$ cat src/design/tdwa_pkg.sv
// Shared types, constants and weight tables for the touch de-jitter filter.
package tdwa_pkg;

  localparam int COORD_BITS  = 12;
  localparam int HIST_DEPTH  = 4;
  localparam int PTR_BITS    = $clog2(HIST_DEPTH);
  localparam int CNT_BITS    = PTR_BITS + 1;
  localparam int THRESH_BITS = COORD_BITS + 1;
  localparam int WEIGHT_BITS = 4;
  localparam int ACC_BITS    = COORD_BITS + WEIGHT_BITS;
  localparam int SHIFT_BITS  = 3;

  localparam logic [THRESH_BITS-1:0] JUMP_RESET = THRESH_BITS'(100);

  // One input item: a coordinate pair or a pen-up marker.
  typedef struct packed {
    logic                  pen_up;
    logic [COORD_BITS-1:0] sample_x;
    logic [COORD_BITS-1:0] sample_y;
  } in_t;

  // One result item: a filtered coordinate pair.
  typedef struct packed {
    logic [COORD_BITS-1:0] out_x;
    logic [COORD_BITS-1:0] out_y;
  } out_t;

  // Control from the sequencer to the multiply-accumulate unit.
  typedef struct packed {
    logic                   clr;
    logic                   en;
    logic [WEIGHT_BITS-1:0] weight;
  } mac_ctl_t;

  // Weight of the history entry idx (0 is newest) for a given fill count.
  function automatic logic [WEIGHT_BITS-1:0] weight_of(input logic [CNT_BITS-1:0] cnt,
                                                       input logic [PTR_BITS-1:0] idx);
    logic [WEIGHT_BITS-1:0] w;
    w = '0;
    case (cnt)
      CNT_BITS'(2): begin
        case (idx)
          PTR_BITS'(0): w = WEIGHT_BITS'(5);
          PTR_BITS'(1): w = WEIGHT_BITS'(3);
          default:      w = '0;
        endcase
      end
      CNT_BITS'(3): begin
        case (idx)
          PTR_BITS'(0): w = WEIGHT_BITS'(8);
          PTR_BITS'(1): w = WEIGHT_BITS'(5);
          PTR_BITS'(2): w = WEIGHT_BITS'(3);
          default:      w = '0;
        endcase
      end
      CNT_BITS'(4): begin
        case (idx)
          PTR_BITS'(0): w = WEIGHT_BITS'(6);
          PTR_BITS'(1): w = WEIGHT_BITS'(4);
          PTR_BITS'(2): w = WEIGHT_BITS'(3);
          PTR_BITS'(3): w = WEIGHT_BITS'(3);
          default:      w = '0;
        endcase
      end
      default: w = '0;
    endcase
    return w;
  endfunction

  // Final right shift of the weighted sum for a given fill count.
  function automatic logic [SHIFT_BITS-1:0] shift_of(input logic [CNT_BITS-1:0] cnt);
    logic [SHIFT_BITS-1:0] s;
    case (cnt)
      CNT_BITS'(2): s = SHIFT_BITS'(3);
      CNT_BITS'(3): s = SHIFT_BITS'(4);
      CNT_BITS'(4): s = SHIFT_BITS'(4);
      default:      s = '0;
    endcase
    return s;
  endfunction

endpackage

$ cat src/design/tdwa_mac.sv
// Shared multiply-accumulate unit for the x and y weighted sums.
module tdwa_mac (
  input  logic                          clk,
  input  tdwa_pkg::mac_ctl_t            ctl,
  input  logic [tdwa_pkg::COORD_BITS-1:0] x_val,
  input  logic [tdwa_pkg::COORD_BITS-1:0] y_val,
  output logic [tdwa_pkg::ACC_BITS-1:0]   acc_x,
  output logic [tdwa_pkg::ACC_BITS-1:0]   acc_y
);
  import tdwa_pkg::*;

  logic [ACC_BITS-1:0] prod_x;
  logic [ACC_BITS-1:0] prod_y;

  // One weighted term per coordinate each cycle.
  assign prod_x = ACC_BITS'(x_val) * ACC_BITS'(ctl.weight);
  assign prod_y = ACC_BITS'(y_val) * ACC_BITS'(ctl.weight);

  // Accumulators are cleared when ctl.clr is set, at the start of each sample.
  always_ff @(posedge clk) begin
    if (ctl.clr) begin
      acc_x <= '0;
      acc_y <= '0;
    end else if (ctl.en) begin
      acc_x <= acc_x + prod_x;
      acc_y <= acc_y + prod_y;
    end
  end

endmodule

$ cat src/design/touch_dejitter_weighted_average.sv
// Top level of the touch de-jitter filter: history ring, sequencer and output register.
//
//   channel | direction | handshake            | payload
//   in      | input     | in_valid / in_stall  | in_data (pen_up, sample_x, sample_y)
//   out     | output    | out_valid / out_stall| out_data (out_x, out_y)
//   cfg     | input     | cfg_wr_en            | cfg_wr_data (jump_threshold)
//
// A pen-up item is handled in S_IDLE. A sample passes S_DIST, then S_MAC to sum n stored
// samples (n 0 or 2 to 4), then S_DONE: the single shared multiply-accumulate unit adds one
// history entry per cycle. The output register lets a new item enter while a result waits.
// Synchronous reset empties the history and sets the threshold to 100. A stalled output
// holds the sequencer in its final state only while the output register is still full.
module touch_dejitter_weighted_average (
  input  logic                             clk,
  input  logic                             rst,
  input  logic                             in_valid,
  output logic                             in_stall,
  input  tdwa_pkg::in_t                    in_data,
  output logic                             out_valid,
  input  logic                             out_stall,
  output tdwa_pkg::out_t                   out_data,
  input  logic                             cfg_wr_en,
  input  logic [tdwa_pkg::THRESH_BITS-1:0] cfg_wr_data
);
  import tdwa_pkg::*;

  typedef enum logic [3:0] {
    S_IDLE = 4'b0001,
    S_DIST = 4'b0010,
    S_MAC  = 4'b0100,
    S_DONE = 4'b1000
  } state_t;

  state_t                 state;
  state_t                 state_next;
  logic [THRESH_BITS-1:0] jump_threshold;
  logic [PTR_BITS-1:0]    write_ptr;
  logic [CNT_BITS-1:0]    fill_count;
  logic [CNT_BITS-1:0]    fill_count_next;
  logic [PTR_BITS-1:0]    mac_idx;
  logic [COORD_BITS-1:0]  samp_x;
  logic [COORD_BITS-1:0]  samp_y;
  logic [COORD_BITS-1:0]  hist_x [HIST_DEPTH];
  logic [COORD_BITS-1:0]  hist_y [HIST_DEPTH];

  logic                   in_accept;
  logic [PTR_BITS-1:0]    rd_addr;
  logic [COORD_BITS-1:0]  rd_x;
  logic [COORD_BITS-1:0]  rd_y;
  logic [COORD_BITS-1:0]  dx;
  logic [COORD_BITS-1:0]  dy;
  logic [THRESH_BITS-1:0] distance;
  logic                   jump;
  logic [CNT_BITS-1:0]    kept_count;
  logic                   mac_last;
  logic                   out_load;
  logic [ACC_BITS-1:0]    acc_x;
  logic [ACC_BITS-1:0]    acc_y;
  logic [ACC_BITS-1:0]    sum_x;
  logic [ACC_BITS-1:0]    sum_y;
  mac_ctl_t               mac_ctl;

  assign in_stall  = (state != S_IDLE);
  assign in_accept = in_valid && !in_stall;

  // Single read port on the ring: newest entry minus the sequencer's index.
  assign rd_addr = write_ptr - PTR_BITS'(1) - mac_idx;
  assign rd_x    = hist_x[rd_addr];
  assign rd_y    = hist_y[rd_addr];

  // Manhattan distance from the newest stored sample.
  assign dx       = (samp_x > rd_x) ? (samp_x - rd_x) : (rd_x - samp_x);
  assign dy       = (samp_y > rd_y) ? (samp_y - rd_y) : (rd_y - samp_y);
  assign distance = THRESH_BITS'(dx) + THRESH_BITS'(dy);
  assign jump     = (fill_count != '0) && (distance > jump_threshold);

  // Fill count after this sample enters the ring: restarts at one after a jump, else saturates at the depth.
  always_comb begin
    kept_count = jump ? '0 : fill_count;
    if (kept_count == CNT_BITS'(HIST_DEPTH)) begin
      fill_count_next = kept_count;
    end else begin
      fill_count_next = kept_count + CNT_BITS'(1);
    end
  end

  assign mac_last = (mac_idx == PTR_BITS'(fill_count - CNT_BITS'(1)));
  assign out_load = (state == S_DONE) && (!out_valid || !out_stall);

  // Drive the shared multiply-accumulate unit.
  always_comb begin
    mac_ctl.clr    = (state == S_DIST);
    mac_ctl.en     = (state == S_MAC);
    mac_ctl.weight = weight_of(fill_count, mac_idx);
  end

  tdwa_mac u_mac (
    .clk   (clk),
    .ctl   (mac_ctl),
    .x_val (rd_x),
    .y_val (rd_y),
    .acc_x (acc_x),
    .acc_y (acc_y)
  );

  assign sum_x = acc_x >> shift_of(fill_count);
  assign sum_y = acc_y >> shift_of(fill_count);

  // Sequencer next state.
  always_comb begin
    state_next = state;
    case (state)
      S_IDLE: begin
        if (in_accept && !in_data.pen_up) begin
          state_next = S_DIST;
        end
      end
      S_DIST: begin
        state_next = (fill_count_next == CNT_BITS'(1)) ? S_DONE : S_MAC;
      end
      S_MAC: begin
        if (mac_last) begin
          state_next = S_DONE;
        end
      end
      S_DONE: begin
        if (out_load) begin
          state_next = S_IDLE;
        end
      end
      default: state_next = S_IDLE;
    endcase
  end

  // Control registers.
  always_ff @(posedge clk) begin
    if (rst) begin
      state          <= S_IDLE;
      jump_threshold <= JUMP_RESET;
      write_ptr      <= '0;
      fill_count     <= '0;
      mac_idx        <= '0;
      out_valid      <= 1'b0;
    end else begin
      state <= state_next;
      if (cfg_wr_en) begin
        jump_threshold <= cfg_wr_data;
      end
      if (in_accept && in_data.pen_up) begin
        write_ptr  <= '0;
        fill_count <= '0;
      end
      if (state == S_DIST) begin
        write_ptr  <= write_ptr + PTR_BITS'(1);
        fill_count <= fill_count_next;
      end
      if (state == S_MAC && !mac_last) begin
        mac_idx <= mac_idx + PTR_BITS'(1);
      end else begin
        mac_idx <= '0;
      end
      if (out_load) begin
        out_valid <= 1'b1;
      end else if (!out_stall) begin
        out_valid <= 1'b0;
      end
    end
  end

  // Payload registers: captured sample, history ring and result.
  always_ff @(posedge clk) begin
    if (in_accept) begin
      samp_x <= in_data.sample_x;
      samp_y <= in_data.sample_y;
    end
    if (state == S_DIST) begin
      hist_x[write_ptr] <= samp_x;
      hist_y[write_ptr] <= samp_y;
    end
    if (out_load) begin
      if (fill_count == CNT_BITS'(1)) begin
        out_data.out_x <= samp_x;
        out_data.out_y <= samp_y;
      end else begin
        out_data.out_x <= sum_x[COORD_BITS-1:0];
        out_data.out_y <= sum_y[COORD_BITS-1:0];
      end
    end
  end

  // A pen-up item empties the history on the next edge.
  a_pen_up_clears: assert property (@(posedge clk) disable iff (rst)
    in_accept && in_data.pen_up |=> fill_count == '0 && write_ptr == '0)
    else $error("pen-up did not clear the history");

  // The summing loop only runs with at least two stored samples.
  a_mac_count: assert property (@(posedge clk) disable iff (rst)
    state == S_MAC |-> fill_count >= CNT_BITS'(2) && fill_count <= CNT_BITS'(HIST_DEPTH))
    else $error("summing with an invalid fill count");

  // Each sample advances the write pointer by exactly one slot.
  a_ptr_step: assert property (@(posedge clk) disable iff (rst)
    state == S_DIST |=> write_ptr == $past(write_ptr) + PTR_BITS'(1))
    else $error("write pointer did not advance");

  // An accepted sample starts the distance step right away.
  a_sample_starts: assert property (@(posedge clk) disable iff (rst)
    in_accept && !in_data.pen_up |=> state == S_DIST)
    else $error("accepted sample did not start processing");

  // A result is loaded only once the sequencer has finished an item.
  a_load_done: assert property (@(posedge clk) disable iff (rst)
    out_load |=> out_valid && state == S_IDLE)
    else $error("result load did not complete the item");

endmodule
$ cat config.mk
export PLATFORM = sky130hd
export DESIGN_NAME = touch_dejitter_weighted_average
export DESIGN_NICKNAME = d
export VERILOG_FILES = /design/src/design/tdwa_pkg.sv /design/src/design/tdwa_mac.sv /design/src/design/touch_dejitter_weighted_average.sv
export SDC_FILE = /design/constraint.sdc
export NUM_CORES = 1
export LEC_CHECK = 0
export ABC_AREA = 1
export BUFFER_PORTS_ARGS = -buffer_cell sky130_fd_sc_hd__buf_4
export CORE_MARGIN = 2
export CORE_UTILIZATION = 55
export CTS_CLUSTER_SIZE = 16
export DETAILED_ROUTE_END_ITERATION = 10
export PLACE_DENSITY = 0.71
export SYNTH_ARGS = -nofsm -noshare
export SYNTH_HDL_FRONTEND = slang
export SYNTH_SLANG_ARGS = --single-unit
$ cat constraint.sdc
create_clock -name clk -period 8.8 [get_ports clk]
set_clock_uncertainty 0.1 [all_clocks]
set_input_delay 1.76 -clock clk [delete_from_list [all_inputs] [get_ports clk]]
set_output_delay 1.76 -clock clk [all_outputs]
set_load 0.05 [all_outputs]
==> flow_metrics.tcl, run 1 <==
set metrics [dict create \
    grt_first_pass_wirelength_um 62700 \
    die_h_um 170 \
    fin_nets 2083 \
    portBuffers 68 \
    grt_pass1_vias 11900 \
    cp-start-kind "register" \
    max-cap-violations 0 \
    routedWlPerCell_um 18.1 \
    finalSetupViolCount 0 \
    ys_types 52 \
    tightest_slew_ns 0.940 \
    antenna_found_initial 0 \
    area_delta_synth_final_pct 10.1 \
    crit_path_max_incr_delay_ns 0.85 \
    grt.overflow.total 0 \
    cts_tree "yes" \
    power.total_mw 3.08 \
    finalNonFillerCells 2193 \
    cts_resized 0 \
    cp.required_ns 9.10 \
    numCtsBuffers 23 \
    routed_wl_um 39800 \
    placed_cells 2151 \
    timing.reg2reg.setup_slack_ns 1.02 \
    hold_buffers 0 \
    syn-mean-instance-area_sq_um 8.56 \
    regArea_sq_um 5470 \
    antennaDiodeCount 0 \
    clock-root-buffer "clkbuf_16" \
    setup-tns-final_ns 0 \
    io_pins 69 \
    final_util 0.619 \
    num_vias 12200 \
    synth_top_area_frac 0.284 \
    insertion_delay_ns 0.53 \
    fin_area_sq_um 16700 \
    hp-class "register to register" \
    peakVddDrop_mv 0.152 \
    dr.first_iter.drc_count 1199 \
    maxSlewHeadroom 0.373 \
    post-cts-setup-buffers 0 \
    ys_top_cells_by_count "nand2_1 (344), inv_1 (307), edfxtp_1 (144), a21oi_1 (134), ha_1 (134)" \
    yosysSeqAreaShare 0.360 \
    yosysWarnings 0 \
    powerDensity_nw_per_um2 184 \
    clock.fmax_mhz 129 \
    drv_slew 0 \
    via_per_inst 5.58 \
    die_x_um 170 \
    synth-main-ff-cell "edfxtp_1" \
    synth_top_cell_by_area "edfxtp_1" \
    cp_data_arrival_time_ns 8.08 \
    timing.final.crit_share 0.884 \
    synth_edf_count 144 \
    placed_area_sq_um 16000 \
    multi_input_area_sq_um 8350 \
    synth-seq-cells 201 \
    cts.clk_slew.worst_paths_ns 0.06 \
    synth_area_leaders "edfxtp_1 (28%), ha_1 (11%), fa_1 (9.3%)" \
    cp-end-kind "register" \
    routabilityCongestion 0.983 \
    die_area_sq_um 29000 \
    yosysMostFrequentCell "nand2_1" \
    initial_utilization 0.563 \
    crit_fanout 25 \
    async_flop_share 0 \
    cpMostUsedCell "nand2_1" \
    p_leak_nw 8.29 \
    drive_gt1_frac 0.0886 \
    cpMaxStageDelayCell "ha_2" \
    min_period_ns 7.78 \
    grt_start_max_net_pins 45 \
    core_area_sq_um 27000 \
    clk_path_buf_depth 3 \
    rsz0062_at_grt "no" \
    first_pass_iters 6 \
    finalHoldViolations 0 \
    path_class "register to register" \
    fillers 2337 \
    syn_inst 1775 \
    outcome "completed" \
    syn-num-nets 2023 \
    ant_nets 0 \
    cts.htree.levels 1 \
    hpwl_um 31400 \
    clock_sinks 201 \
    rows 60 \
    synth.cell_area_sq_um 15200 \
    drc_errors 0 \
    track_usage 0.279 \
]
==> cells by family after synthesis <==
family,Yosys count,share of synthesized area
compound gates,349,0.131
xor+xnor,60,0.0346
fa+ha+maj,205,0.204
buf+inv,366,0.0939
flops,201,0.360
mux,48,0.0321
simple gates,546,0.145
==> sequential cells by signal, indices dropped and copies added, names as in the netlist <==
signal,cells
fill_count,3
hist_x,48
samp_x,12
out_valid,1
jump_threshold,13
out_data,24
u_mac.acc_x,16
write_ptr,2
samp_y,12
state,4
u_mac.acc_y,16
mac_idx,2
hist_y,48
==> placed cells by master, fill, tap and decap left out, types with 7 or more instances in the layout <==
cell	synthesis	final
a21oi_1	134	133
a22oi_1	8	8
buf_4	3	81
clkbuf_1	18	8
clkbuf_16	0	23
dfxtp_1	57	57
edfxtp_1	144	144
fa_1	71	71
ha_1	134	133
inv_1	307	307
inv_2	12	12
mux2i_1	42	42
nand2_1	344	344
nand3_1	52	52
nor2_1	122	117
nor3_1	12	11
o2111ai_1	9	9
o21ai_0	129	129
o21ai_2	15	15
o21bai_1	7	7
xnor2_1	16	16
xor2_1	44	44
==> layout make-up <==
type,instances,area share
timing repair buffer,81,0.0363
sequential,201,0.326
clock inverter,11,0.00523
multi-input combinational,1208,0.499
clock buffer,31,0.0362
inverter,320,0.0718
tap,341,0.0255
==> path summary, 6_finish.rpt <==
path / start / to / cells after the start
setup / recovery: mac_idx[0] / state[2] / 45
hold / removal: jump_threshold[8] / jump_threshold[8] / 2
setup reg to reg: mac_idx[0] / state[2] / 45
hold reg to reg: jump_threshold[8] / jump_threshold[8] / 2
==> per-stage QoR <==
stage	setup WS, ns	hold WS, ns
floorplan	2.55	0.339
global placement	1.27	0.361
detailed placement	1.08	0.361
CTS	1.06	0.375
global route	0.191	0.401
finish	1.02	0.375
==> worst max-delay path: cells and delay by family (launching register included) <==
family	cells	cell delay, ns
adder cells (fa/ha/maj)	5	2.18
AND/OR/NAND/NOR	21	1.84
AO/OA/AOI/OAI	8	1.33
buffers and inverters	8	1.21
flip-flops	1	0.42
XOR/XNOR	2	0.32
multiplexers	1	0.25
==> layer usage <==
metal	routed length, um	track usage	share of wire	vias up
li1	-	-	-	5915
met1	18500	0.414	0.47	5804
met2	17200	0.427	0.43	463
met3	3120	0.0428	0.079	57
met4	975	0.0725	0.025	0
met5	0	0	0	-
==> report_power, final <==
group / switching, mW / internal, mW / total (mW) / leakage (nW)
clock network: 0.386 / 0.513 / 0.899 / 0.330
registers: 0.0659 / 1.10 / 1.16 / 1.78
logic: 0.639 / 0.383 / 1.02 / 6.17
Power figures use the tool's default switching activity.
==> run 2, diff against run 1 <==
--- a/config.mk
+++ b/config.mk
@@ -7,6 +7,7 @@
 export LEC_CHECK = 0
 export ABC_AREA = 1
 export BUFFER_PORTS_ARGS = -buffer_cell sky130_fd_sc_hd__buf_4
+export CORE_ASPECT_RATIO = 0.7
 export CORE_MARGIN = 2
 export CORE_UTILIZATION = 55
 export CTS_CLUSTER_SIZE = 16
==> flow_metrics.tcl, run 2 (synthesized netlist as in run 1, its figures left out) <==
set metrics [dict create \
    finalNonFillerCells 2210 \
    min_path_cells 2 \
    r2r-end "state[3]" \
    maxSlewHeadroom 0.335 \
    core_area_sq_um 27000 \
    outcome "completed" \
    grt_busiest_layer "met2" \
    hold_buffers 0 \
    whs_endpoint "jump_threshold[8]" \
    reg2reg_depth 45 \
    cpMostUsedCell "nand2_1" \
    io_pins 69 \
    setup-tns-final_ns 0 \
    tightest_slew_ns 0.992 \
    numCtsBuffers 21 \
    timing.final.crit_share 0.879 \
    routabilityCongestion 1.02 \
    cp_data_arrival_time_ns 8.08 \
    final_util 0.620 \
    fin_nets 2081 \
    die_area_sq_um 29000 \
    min_from "jump_threshold[8]" \
    clk_path_buf_depth 3 \
    grt_first_pass_wirelength_um 63000 \
    cts_resized 0 \
    p_leak_nw 8.27 \
    initial_utilization 0.564 \
    drc_errors 0 \
    first_pass_iters 5 \
    powerDensity_nw_per_um2 184 \
    cp.required_ns 9.15 \
    via_per_inst 5.53 \
    die_x_um 203 \
    power_frac_clock 0.286 \
    drv_slew 0 \
    path_class "register to register" \
    switching_power_mw 1.11 \
    power_frac_seq 0.379 \
    final_common_cell "nand2_1" \
    track_usage 0.281 \
    layout_top_registers "hist_x: 48 flops, hist_y: 48 flops, out_data: 24 flops" \
    hpwl_um 31000 \
    crit_fanout 34 \
    placed_cells 2174 \
    grt_pass1_vias 11700 \
    holdWs_ns 0.376 \
    insertion_delay_ns 0.53 \
    die_h_um 143 \
    p_int_mw 1.97 \
    rows 50 \
    cp-start-kind "register" \
    p_sw_frac 0.359 \
    peakVddDrop_mv 0.156 \
    ant_nets 0 \
    cts.clk_slew.worst_paths_ns 0.07 \
    max-cap-violations 0 \
    routedWlPerCell_um 18.0 \
    post-cts-setup-buffers 0 \
    portBuffers 68 \
    num_vias 12200 \
    grt_util_met3 0.0529 \
    finalSetupViolCount 0 \
    min_period_ns 7.74 \
    use_met2 0.433 \
    fillers 2366 \
    antenna_found_initial 0 \
    clock_sinks 201 \
    crit_path_start "mac_idx[0]" \
    multi_input_area_sq_um 8330 \
    clock-root-buffer "clkbuf_16" \
    rsz0062_at_grt "no" \
    regArea_sq_um 5470 \
    mostFrequentLayoutCells "nand2_1 (344), inv_1 (307), edfxtp_1 (144), a21oi_1 (133), ha_1 (133)" \
    drive_gt1_frac 0.0883 \
    hp-class "register to register" \
    cp-end-kind "register" \
    cts_tree "yes" \
    timing.reg2reg.setup_slack_ns 1.06 \
    grt.overflow.total 0 \
    area_delta_synth_final_pct 9.95 \
    routed_wl_um 39800 \
    clock.fmax_mhz 129 \
    finalHoldViolations 0 \
    dr.first_iter.drc_count 1172 \
    cpMaxStageDelayCell "ha_2" \
    antennaDiodeCount 0 \
    cts.htree.levels 1 \
    grt_start_max_net_pins 45 \
    met1_usage 0.399 \
    regToRegStartpoint "mac_idx[0]" \
    crit_path_max_incr_delay_ns 0.65 \
    combPwrFrac 0.334 \
]
## run 2: power groups by stage
stage / clock network (mW) / logic [mW] / registers, mW
3_3_place_gp: 0 / 0.994 / 1.19
6_report: 0.883 / 1.03 / 1.17
4_1_cts: 0.898 / 1.02 / 1.17
2_1_floorplan: 0 / 0.761 / 1.16
5_1_grt: 0.936 / 1.18 / 1.18
3_5_place_dp: 0 / 1.01 / 1.19
## run 2: cell type report
| cell class | instances | share of cell area |
|---|---|---|
| multi-input combinational | 1208 | 0.498 |
| clock buffer | 24 | 0.0321 |
| tap | 364 | 0.0272 |
| timing repair buffer | 81 | 0.0364 |
| sequential | 201 | 0.327 |
| inverter | 320 | 0.0719 |
| clock inverter | 12 | 0.00704 |
## run 2: routing by layer
metal  share of wire  vias up
li1                -     5914
met5               0        -
met4           0.032        0
met2            0.44      432
met3           0.076       71
met1            0.46     5795
## run 2: per-stage QoR
step / setup slack [ns] / cell area [sq um] / total power, mW
2_1_floorplan: 2.55 / 15200 / 1.92
3_3_place_gp: 1.25 / 16100 / 2.18
3_5_place_dp: 1.19 / 16100 / 2.20
4_1_cts: 1.14 / 16700 / 3.09
5_1_grt: 0.215 / 16700 / 3.29
6_report: 1.06 / 16700 / 3.08
## run 2: worst max path at each step
stage,to,slack [ns],depth (start not counted)
after floorplan,state[2],2.55,46
after global placement,state[2],1.25,46
after detailed placement,state[2],1.19,45
after CTS,state[3],1.14,45
after global routing,state[2],0.21,47
final,state[3],1.06,45
## run 2: worst max-delay path, delay by kind of cell, from the launching register on
family	cells	cell delay [ns]
xor gates and xnor gates	2	0.39
buffers and inverters	9	1.26
muxes	1	0.24
adders and majority gates	5	1.91
AOI/OAI and AO/OA	8	1.36
and+or+nand+nor	20	1.91
DFF	1	0.42
==> run 3, diff against run 2 <==
--- a/config.mk
+++ b/config.mk
@@ -6,13 +6,15 @@
 export NUM_CORES = 1
 export LEC_CHECK = 0
 export ABC_AREA = 1
+export ABC_CLOCK_PERIOD_IN_PS = 8800
 export BUFFER_PORTS_ARGS = -buffer_cell sky130_fd_sc_hd__buf_4
 export CORE_ASPECT_RATIO = 0.7
 export CORE_MARGIN = 2
-export CORE_UTILIZATION = 55
+export CORE_UTILIZATION = 40
 export CTS_CLUSTER_SIZE = 16
 export DETAILED_ROUTE_END_ITERATION = 10
-export PLACE_DENSITY = 0.71
+export PLACE_DENSITY = 0.55
+export SKIP_CTS_REPAIR_TIMING = 1
 export SYNTH_ARGS = -nofsm -noshare
 export SYNTH_HDL_FRONTEND = slang
 export SYNTH_SLANG_ARGS = --single-unit
==> flow_metrics.tcl, run 3 (synthesized netlist as in run 1, its figures left out) <==
set metrics [dict create \
    fin_area_sq_um 17000 \
    finalHoldViolations 0 \
    numCtsBuffers 23 \
    portBuffers 68 \
    crit_path_start "mac_idx[0]" \
    initial_utilization 0.408 \
    powerDensity_nw_per_um2 190 \
    rsz0062_at_grt "no" \
    grt_first_pass_wirelength_um 67700 \
    holdWs_ns 0.387 \
    min_period_ns 7.67 \
    outcome "completed" \
    num_vias 12100 \
    tightest_slew_ns 1.22 \
    finalSetupViolCount 0 \
    insertion_delay_ns 0.54 \
    max-cap-violations 0 \
    cpMaxStageDelayCell "ha_4" \
    clock.fmax_mhz 130 \
    maxSlewHeadroom 0.182 \
    cpMostUsedCell "nand2_1" \
    hp-class "register to register" \
    die_area_sq_um 39600 \
    clock-root-buffer "clkbuf_16" \
    layout_top_registers "hist_x: 48 flops, hist_y: 48 flops, out_data: 24 flops" \
    cp-start-kind "register" \
    fin_nets 2085 \
    grt_start_max_net_pins 45 \
    cts.htree.levels 1 \
    cp.required_ns 9.16 \
    crit_path_max_incr_delay_ns 0.64 \
    core_area_sq_um 37300 \
    crit_fanout 29 \
    p_leak_nw 8.33 \
    first_pass_iters 7 \
    rows 59 \
    multi_input_area_sq_um 8350 \
    grt_pass1_vias 11700 \
    area_delta_synth_final_pct 11.9 \
    grt.overflow.total 0 \
    timing.reg2reg.setup_slack_ns 1.13 \
    regToRegStartpoint "mac_idx[0]" \
    cp-end-kind "register" \
    cts.clk_slew.worst_paths_ns 0.06 \
    track_usage 0.221 \
    peakVddDrop_mv 0.118 \
    drive_gt1_frac 0.0928 \
    power.total_mw 3.23 \
    final_util 0.456 \
    cts_tree "yes" \
    antenna_found_initial 0 \
    via_per_inst 5.15 \
    routedWlPerCell_um 18.5 \
    fillers 3674 \
    antennaDiodeCount 0 \
    placed_area_sq_um 16200 \
    drv_slew 0 \
    io_pins 69 \
    routed_wl_um 43400 \
    setup-tns-final_ns 0 \
    regArea_sq_um 5470 \
    routabilityCongestion 0.919 \
    timing.final.crit_share 0.872 \
    combPwrFrac 0.331 \
    crit_end "state[2]" \
    final_common_cell "nand2_1" \
    clk_path_buf_depth 3 \
    p_sw_frac 0.366 \
    ant_nets 0 \
    die_x_um 237 \
    die_h_um 167 \
    drc_errors 0 \
    power_frac_seq 0.361 \
    reg2reg_depth 47 \
    p_int_mw 2.05 \
    hpwl_um 34000 \
    cp_data_arrival_time_ns 8.03 \
    dr.first_iter.drc_count 1105 \
    r2r-end "state[2]" \
    clock_sinks 201 \
    switching_power_mw 1.18 \
    mostFrequentLayoutCells "nand2_1 (344), inv_1 (307), edfxtp_1 (144), a21oi_1 (133), ha_1 (133)" \
    path_class "register to register" \
    power_frac_clock 0.308 \
]
run 3: changes by cell type in the layout (fill, tap and decap cells not counted), moves of 2 or more:
cell / delta
clkinv_4: +3
clkinvlp_4: -2
clkbuf_1: -2
clkbuf_16: +2
clkinv_1: +2
buf_4: +2
inv_6: +2
run 3: layout make-up:
type / count / area share
clock buffer: 24 / 0.0340
clock inverter: 18 / 0.0108
inverter: 320 / 0.0706
multi-input combinational: 1208 / 0.491
sequential: 201 / 0.321
tap: 488 / 0.0359
timing repair buffer: 83 / 0.0366
run 3: power groups by stage:
stage | clock network (mW) | logic, mW | registers, mW
floorplan | 0 | 0.761 | 1.16
global placement | 0 | 1.04 | 1.19
detailed placement | 0 | 1.05 | 1.19
CTS | 1.02 | 1.06 | 1.17
global route | 1.06 | 1.21 | 1.18
finish | 0.994 | 1.07 | 1.17
run 3: worst min path at each step:
stage	startpoint	endpoint	slack, ns	cells past startpoint
floorplan	jump_threshold[3]	jump_threshold[3]	0.34	2
global placement	jump_threshold[4]	jump_threshold[4]	0.36	2
detailed placement	jump_threshold[4]	jump_threshold[4]	0.37	2
CTS	jump_threshold[1]	jump_threshold[1]	0.39	2
global route	jump_threshold[8]	jump_threshold[8]	0.44	2
finish	jump_threshold[7]	jump_threshold[7]	0.39	2
run 3: critical path: cells and delay by family (launching register included):
| kind | cells | cell delay (ns) |
|---|---|---|
| AND/OR/NAND/NOR | 24 | 2.25 |
| AO/OA/AOI/OAI | 7 | 1.23 |
| multiplexers | 1 | 0.22 |
| buffers and inverters | 8 | 1.05 |
| adder cells (fa/ha/maj) | 5 | 1.90 |
| XOR/XNOR | 2 | 0.36 |
| flip-flops | 1 | 0.44 |
run 3: per-stage QoR:
stage / setup WS (ns) / instances
after floorplan: 2.55 / 1775
after global placement: 1.19 / 2300
after detailed placement: 0.941 / 2300
after CTS: 0.914 / 2342
after global routing: 0.324 / 2342
final: 1.13 / 2342
run 3: metal layers:
metal | share of wire | GRT usage | routed length [um] | vias up
met2 | 0.42 | 0.331 | 18400 | 332
met1 | 0.51 | 0.342 | 22000 | 5765
met5 | 0 | 0 | 0 | -
li1 | - | - | - | 5926
met3 | 0.051 | 0.0257 | 2230 | 34
met4 | 0.018 | 0.0424 | 802 | 0
